--- src/hdl/assert_macros.svh ---
// ----------------------------------------------------------------------------
// assert_macros.svh
// Concurrent assertion macros shared by the dedup table modules.
// The module that includes this file must have clk and arst_n in scope.
// ----------------------------------------------------------------------------
`ifndef ASSERT_MACROS_SVH
`define ASSERT_MACROS_SVH

// Property checked at every rising clk edge, off while reset is asserted
`define ASSERT_CLK(name, prop, msg) \
	name: assert property (@(posedge clk) disable iff (!arst_n) prop) else $error(msg);

// Condition that must never hold outside reset
`define ASSERT_NEVER(name, expr, msg) \
	`ASSERT_CLK(name, !(expr), msg)

`endif

--- src/hdl/tdt_pkg.sv ---
// ----------------------------------------------------------------------------
// tdt_pkg
// Shared sizes, register map and controller/datapath bundles of the
// time-to-live duplicate filter.
// ----------------------------------------------------------------------------
package tdt_pkg;

	// table geometry and field widths
	localparam int unsigned MAX_ENTRIES = 256;
	localparam int unsigned KEY_BITS    = 64;
	localparam int unsigned TIME_BITS   = 48;
	localparam int unsigned TTL_BITS    = 32;
	localparam int unsigned IDX_W       = (MAX_ENTRIES > 1) ? $clog2(MAX_ENTRIES) : 1;
	localparam int unsigned CNT_W       = $clog2(MAX_ENTRIES + 1);
	localparam int unsigned DIFF_W      = (TIME_BITS > TTL_BITS) ? TIME_BITS : TTL_BITS;

	// configuration port
	localparam int unsigned APB_ADDR_W  = 3;
	localparam int unsigned APB_DATA_W  = 32;
	localparam logic        REG_IDX_TTL = 1'b0;
	localparam logic [TTL_BITS-1:0] TTL_RESET = TTL_BITS'(60000);

	typedef logic [IDX_W-1:0]     idx_t;
	typedef logic [CNT_W-1:0]     cnt_t;
	typedef logic [KEY_BITS-1:0]  key_t;
	typedef logic [TIME_BITS-1:0] stamp_t;
	typedef logic [TTL_BITS-1:0]  ttl_t;

	// commands from the controller to the datapath
	typedef struct packed {
		logic load;        // latch the incoming word
		logic evict;       // drop the oldest entry
		logic scan_start;  // begin the key scan at the oldest entry
		logic scan_step;   // issue the next key read / compare
		logic insert;      // append the key, dropping the oldest if full
	} tdt_cmd_t;

	// status from the datapath to the controller
	typedef struct packed {
		logic empty;       // no live entries
		logic expired;     // oldest entry is past its time-to-live
		logic hit;         // key compare matched a live entry
		logic scan_done;   // all live entries have been read
	} tdt_sts_t;

	// ring pointer increment with wrap at the table depth
	function automatic idx_t idx_inc(input idx_t idx);
		idx_t nxt;
		nxt = (idx == IDX_W'(MAX_ENTRIES - 1)) ? '0 : idx + 1'b1;
		return nxt;
	endfunction

endpackage

--- src/hdl/tdt_ctrl.sv ---
// ----------------------------------------------------------------------------
// tdt_ctrl
// Sequencer of the dedup table: evict walk, key scan, insert, and the
// result register that parts the output side from the work.
// ----------------------------------------------------------------------------
`include "assert_macros.svh"

module tdt_ctrl import tdt_pkg::*; (
	input  logic     clk,
	input  logic     arst_n,
	input  logic     item_valid,
	output logic     item_ready,
	output logic     res_valid,
	input  logic     res_ready,
	output logic     res_first_seen,
	output tdt_cmd_t cmd,
	input  tdt_sts_t sts
);

	localparam logic [2:0] ST_IDLE   = 3'd0;
	localparam logic [2:0] ST_EV_CHK = 3'd1;
	localparam logic [2:0] ST_EV_WT  = 3'd2;
	localparam logic [2:0] ST_SCAN   = 3'd3;
	localparam logic [2:0] ST_INSERT = 3'd4;
	localparam logic [2:0] ST_DONE   = 3'd5;

	logic [2:0] state_q, state_d;
	logic       pend_first_q, pend_first_d;
	logic       res_valid_q;
	logic       res_first_q;
	logic       res_load;

	assign item_ready     = (state_q == ST_IDLE);
	assign res_valid      = res_valid_q;
	assign res_first_seen = res_first_q;

	// next state and commands
	always_comb begin
		state_d      = state_q;
		pend_first_d = pend_first_q;
		cmd          = '0;
		res_load     = 1'b0;
		unique case (state_q)
			ST_IDLE: begin
				if (item_valid) begin
					cmd.load = 1'b1;
					state_d  = ST_EV_CHK;
				end
			end
			ST_EV_CHK: begin
				if (sts.empty || !sts.expired) begin
					cmd.scan_start = 1'b1;
					state_d        = ST_SCAN;
				end else begin
					cmd.evict = 1'b1;
					state_d   = ST_EV_WT;
				end
			end
			// stamp read of the new oldest slot lands in the next cycle
			ST_EV_WT: begin
				state_d = ST_EV_CHK;
			end
			ST_SCAN: begin
				cmd.scan_step = 1'b1;
				if (sts.hit) begin
					pend_first_d = 1'b0;
					state_d      = ST_DONE;
				end else if (sts.scan_done) begin
					state_d = ST_INSERT;
				end
			end
			ST_INSERT: begin
				cmd.insert   = 1'b1;
				pend_first_d = 1'b1;
				state_d      = ST_DONE;
			end
			ST_DONE: begin
				if (!res_valid_q || res_ready) begin
					res_load = 1'b1;
					state_d  = ST_IDLE;
				end
			end
			default: begin
				state_d = ST_IDLE;
			end
		endcase
	end

	// state and pending result
	always_ff @(posedge clk or negedge arst_n) begin
		if (!arst_n) begin
			state_q      <= ST_IDLE;
			pend_first_q <= 1'b0;
		end else begin
			state_q      <= state_d;
			pend_first_q <= pend_first_d;
		end
	end

	// output register
	always_ff @(posedge clk or negedge arst_n) begin
		if (!arst_n) begin
			res_valid_q <= 1'b0;
		end else if (res_load) begin
			res_valid_q <= 1'b1;
		end else if (res_ready) begin
			res_valid_q <= 1'b0;
		end
	end

	always_ff @(posedge clk) begin
		if (res_load) begin
			res_first_q <= pend_first_q;
		end
	end

	`ASSERT_CLK(a_accept_to_check, (item_valid && item_ready) |=> (state_q == ST_EV_CHK), "accepted word did not start the evict check")
	`ASSERT_NEVER(a_evict_and_scan, cmd.evict && cmd.scan_start, "evict and scan start issued together")
	`ASSERT_CLK(a_res_slot_free, res_load |-> (!res_valid_q || res_ready), "result register overwritten while full")
	`ASSERT_CLK(a_hit_is_dup, (state_q == ST_SCAN && sts.hit) |=> !pend_first_q, "hit not reported as duplicate")

endmodule

--- config.mk ---
export PLATFORM = sky130hd
export DESIGN_NAME = tdt_ctrl
export DESIGN_NICKNAME = d
export VERILOG_FILES = /design/src/hdl/tdt_pkg.sv /design/src/hdl/tdt_ctrl.sv
export VERILOG_INCLUDE_DIRS = /design/src /design/src/hdl
export SDC_FILE = /design/constraint.sdc
export NUM_CORES = 1
export LEC_CHECK = 0
export BUFFER_PORTS_ARGS = -buffer_cell sky130_fd_sc_hd__buf_4
export CAP_MARGIN = 0
export CELL_PAD_IN_SITES_DETAIL_PLACEMENT = 1
export CELL_PAD_IN_SITES_GLOBAL_PLACEMENT = 1
export CORE_AREA = 2 2 39 41
export CTS_CLUSTER_DIAMETER = 50
export DETAILED_ROUTE_END_ITERATION = 8
export DIE_AREA = 0 0 41 43
export GPL_TIMING_DRIVEN = 0
export PLACE_DENSITY = 0.62
export SYNTH_ARGS = -nofsm -noshare
export SYNTH_HDL_FRONTEND = slang
export SYNTH_SLANG_ARGS = --single-unit
--- constraint.sdc ---
create_clock -name clk -period 1.3 [get_ports clk]
set_input_delay 0.065 -clock clk [delete_from_list [all_inputs] [get_ports clk]]
set_output_delay 0.065 -clock clk [all_outputs]
set_load 0.01 [all_outputs]
## Yosys cells after proc, flatten, opt, wreduce, memory -nomap -nowiden

Cells that the tools add are included.

| storage, ports and cells | value |
|---|---|
| output and inout port bits | 8 |
| word-level logic and storage cells | 41 |
| memory bits (read-only) | 0 |
| memories | 0 |
| flip-flop bits (word level) | 6 |
| RAM bits | 0 |
| input port bits | 8 |
| latch bits | 0 |

| cells by class | value |
|---|---|
| mux-type cells | 19 |
| $mul | 0 |
| div/mod/pow operators | 0 |
| equal/unequal tests | 9 |
| shift operators | 0 |
| bitwise gates (word level) | 0 |
| $lt $le $gt $ge | 0 |
| $add $sub $neg | 0 |
| reductions and logical operators | 9 |

Operators by type and width:

| cell | count |
|---|---|
| 3-bit one-hot mux with 6 select lines | 1 |
| 1-bit 2-to-1 mux | 12 |
| 3-bit 2-to-1 mux | 4 |
| 3-bit by 2-bit == test with 1-bit output, second input constant | 2 |
| 3-bit == test, second input constant | 2 |
| 2-bit != test, second input constant | 3 |
| 2-bit nonzero test | 2 |
| 3-bit by 1-bit == test with 1-bit output, second input constant | 1 |
| 3-bit logical NOT | 1 |
| 3-bit != test, second input constant | 1 |
| 3-bit AND reduction | 1 |
| 1-bit logical NOT | 2 |
| 1-bit logical OR | 2 |
| 2-bit 2-to-1 mux | 1 |
| 1-bit one-hot mux with 2 select lines | 1 |
| 2-bit AND reduction | 1 |

## Logic depth before layout (Yosys ltp)

| depth | value |
|---|---|
| depth after elaboration | 5 |
| gate-level depth with buffers | 5 |
| gate-level depth less buffers | 4 |

## Worst setup path before layout

Ideal clock, no wire load.

| timing | value |
|---|---|
| path kind | reg-to-output |
| start point | reg state_q[0] |
| end point | out cmd[4] in the netlist's numbering |
| slack | 0.130 ns |
| arrival time | 1.105 ns |
| stages on the path, launching flop included | 4 |
| path buffers | 1 |
| data required time | 1.235 ns |
| path through | dfrtp_1 -> buf_4 -> nor3_1 -> and2_1 |

RTL lines:

| item | RTL line | text |
|---|---|---|
| start, declared | tdt_ctrl.sv:27 | `logic [2:0] state_q, state_d;` |
| start signal, assigned | tdt_ctrl.sv:95 | `state_q <= state_d;` |
| end, declared | tdt_ctrl.sv:16 | `output tdt_cmd_t cmd,` |

==> metrics.log <==
INFO  metric slew_headroom = 84.3%
INFO  metric synthesis.area = 339 µm²
INFO  metric synthCells = 34
INFO  metric wl = 1140 µm
INFO  metric drive_gt1_share = 61.5%
INFO  metric routed-via-count = 377
INFO  metric drt_iter0_markers = 3
INFO  metric synth-warning-count = 0
INFO  metric postSynth.asyncResetShare = 83.3%
INFO  metric design_power_total = 1.51 mW
INFO  metric cts-root-buf = clkbuf_4
INFO  metric cts_sinks = 6
INFO  metric initial_antenna_violation_count = 0
INFO  metric vias_per_cell = 4.65
INFO  metric fp.dieW = 41 µm
INFO  metric grt_first_pass_wirelength = 1580 µm
INFO  metric finalMaxSlewViolations = 0
INFO  metric floorplan.initialDensity = 24.5%
INFO  metric outcome = finished with violations
INFO  metric failing_checks = negative setup slack
INFO  metric synth_seq_area_share = 45.8%
INFO  metric drc = 0
INFO  metric layout_min_cycle_time = 1.44 ns
INFO  metric syn_to_final_growth = 89.3%
INFO  metric clock_path_buffers = 2
INFO  metric timing.critical_path.slowest_stage_cell = dfrtp_2
INFO  metric wl_per_instance = 14.0 µm
INFO  metric rr_startpoint = state_q[1]$_DFFE_PN0P_
INFO  metric type_of_the_tightest_min_delay_check = in -> reg
INFO  metric synth-edff-count = 1
INFO  metric p_leak = 0.318 nW
INFO  metric dieArea = 1760 µm²
INFO  metric layout.nets = 74
INFO  metric hold_depth = 3
INFO  metric core_region_area = 1380 µm²
INFO  metric final_min_period_over_clock_period = 111%
INFO  metric ys_types = 19
INFO  metric timing.critical_path.slowest_cell_delay = 0.43 ns
INFO  metric pin_count_of_the_biggest_net_entering_global_routing = 8
INFO  metric post_synth_most_frequent_cells = 5 x dfrtp_1, 3 x nand2_1, 3 x nand3b_1
INFO  metric drv.max_cap_violation_count = 0
INFO  metric final-setup-viol-count = 7
INFO  metric timing.critical_path.from = state_q[1]$_DFFE_PN0P_
INFO  metric cts_buffers = 3
INFO  metric yosys.cell_count.top_type = dfrtp_1
INFO  metric hold_start = sts[0]
INFO  metric finalNonFillerCells = 81
INFO  metric grt_use_total = 14.0%
INFO  metric synth_area_per_cell = 9.97 µm²
INFO  metric end_kind = output pin
INFO  metric grt_remaining_overflow = 0
INFO  metric hpwl = 617 µm
INFO  metric fmaxAchievable = 0.696 GHz
INFO  metric start_kind = flop
INFO  metric cp.buffers_inverters = 1
INFO  metric cells_traversed_along_the_worst_timing_path = or3b_4, nor3b_2, buf_4
INFO  metric mappedNetlistNets = 42
INFO  metric cell_taking_the_most_area_after_synthesis = dfrtp_1
INFO  metric synth_top_flop_cell = dfrtp_1
INFO  metric crit_path_max_fanout = 3
INFO  metric crit_family = simple AND/OR/NAND/NOR gates
INFO  metric synthDominantCellAreaShare = 36.9%
INFO  metric critical_path_class = reg -> out
INFO  metric final_hold_viol_count = 0
INFO  metric cts_tree = built
INFO  metric irDropWorstVdd = 0.000833 V
INFO  metric dp.cells = 65
INFO  metric worst_tran_pin_value = 0.234 ns
INFO  metric ys_top_cells_by_area = dfrtp_1 37%, edfxtp_1 8.9%, nand3b_1 6.6%
INFO  metric io_pins = 16
INFO  metric clock_transition_at_path_regs = 0.05 ns
INFO  metric fp.dieH = 43 µm
INFO  metric std_cell_rows = 14
INFO  metric worst_skew_pair.late_latency = 0.25 ns
INFO  metric postLayoutSetupSlackWorst = -0.137 ns
INFO  metric critPathArrivalTime = 1.37 ns
INFO  metric finClkSkew = 0.00768 ns
INFO  metric antenna_nets_post_route = 0
INFO  metric drt_first_pass_iters = 3
INFO  metric layout.filler_cells = 170
INFO  metric insertedDiodeCount = 0
INFO  metric grt_setup_unrepaired = true
INFO  metric ff2ff_path_depth = 5
INFO  metric cp.required = 1.24 ns
INFO  metric port_buffers = 15
INFO  metric worst-path-stages = 3
INFO  metric via_count_of_the_first_global_routing_pass = 380
INFO  metric synthesis_stage_register_bit_count = 6
INFO  metric power_density = 2360 nW/µm²
INFO  metric place.gp.congestion = 0.650
INFO  metric cts.htree.levels = 1
cells by family (layout without fill, tap and decap cells):
family,count (synthesis),after routing,synth area share [%]
AOI/OAI and AO/OA,7,7,14.4
DFF,6,6,45.8
and+or+nand+nor,18,18,34.3
buffers and inverters,3,34,5.53
final timing paths:
path	slack [ns]	endpoint
setup / recovery	-0.14	cmd[3]
hold / removal	0.06	state_q[2]$_DFFE_PN0P_
setup reg to reg	-0.05	state_q[0]$_DFFE_PN0P_
hold reg to reg	0.47	res_first_seen$_DFFE_PP_
max in group asynchronous	1.02	state_q[1]$_DFFE_PN0P_
min in group asynchronous	0.15	pend_first_q$_DFFE_PN0P_
area by class of cell:
type | count | area [µm²] | share of cell area, %
plain buffers | 1 | 11.3 | 1.75
clock buffers | 4 | 26.3 | 4.09
inverters | 1 | 3.75 | 0.585
multi-input cells | 25 | 191 | 29.8
flip-flops and latches | 6 | 158 | 24.6
well taps | 16 | 20.0 | 3.12
repair buffers | 28 | 231 | 36.1
power breakdown:
part	internal [mW]	switching, mW	total, mW	leakage [nW]
logic	0.573	0.397	0.970	0.234
registers	0.284	0.0642	0.348	0.0694
clock network	0.117	0.0777	0.195	0.0150
total	0.974	0.539	1.51	0.318
timing repair:
action / in CTS / in global routing
hold buffers: 1 / 0
gates resized for setup: 11 / 3
endpoints found under the hold margin: 5 / 0
endpoints found under the setup margin: 5 / 8
setup buffers: 6 / 6
pin swaps: 2 / 1
cell usage in the layout, fill, tap and decap left out, types with 2 or more instances in the layout:
cell type / Yosys / layout
nand3b_1: 3 / 3
nand2_1: 3 / 3
a21o_1: 2 / 2
buf_6: 0 / 6
buf_4: 2 / 22
o21ai_0: 2 / 2
clkbuf_4: 0 / 3
and3b_1: 2 / 2
nor2b_1: 2 / 2
dfrtp_2: 0 / 2
dfrtp_1: 5 / 3
per-layer routing:
metal | track usage [%] | share of wire, % | vias to the layer above
met5 | 0 | 0 | -
met4 | 6.00 | 0.79 | 0
met2 | 25.3 | 56 | 14
li1 | - | - | 179
met1 | 14.1 | 37 | 182
met3 | 3.14 | 5.7 | 2
sequential cells by signal, indices dropped and copies added (netlist names):
name	flops
state_q	3
pend_first_q	1
res_valid	1
res_first_seen	1
worst reg2reg max path: stages, from the launching register on:
cell,delay [ns]
dfrtp_2,0.43
buf_6,0.13
buf_6,0.11
nand3b_1,0.21
o221a_2,0.31
a21oi_2,0.10
stage by stage:
step / instance area, µm² / setup TNS (ns) / hold slack, ns / util (%) / setup slack (ns)
6_report: 642 / -0.376 / 0.0576 / 46.4 / -0.137
5_1_grt: 642 / -0.695 / 0.0758 / 46.4 / -0.171
4_1_cts: 592 / -0.327 / 0.0660 / 42.8 / -0.143
3_5_place_dp: 472 / 0 / -0.128 / 34.1 / 0.0557
3_3_place_gp: 472 / 0 / -0.130 / 34.1 / 0.0641
2_1_floorplan: 339 / 0 / -0.231 / - / 0.130
Power figures use the tool's default switching activity.
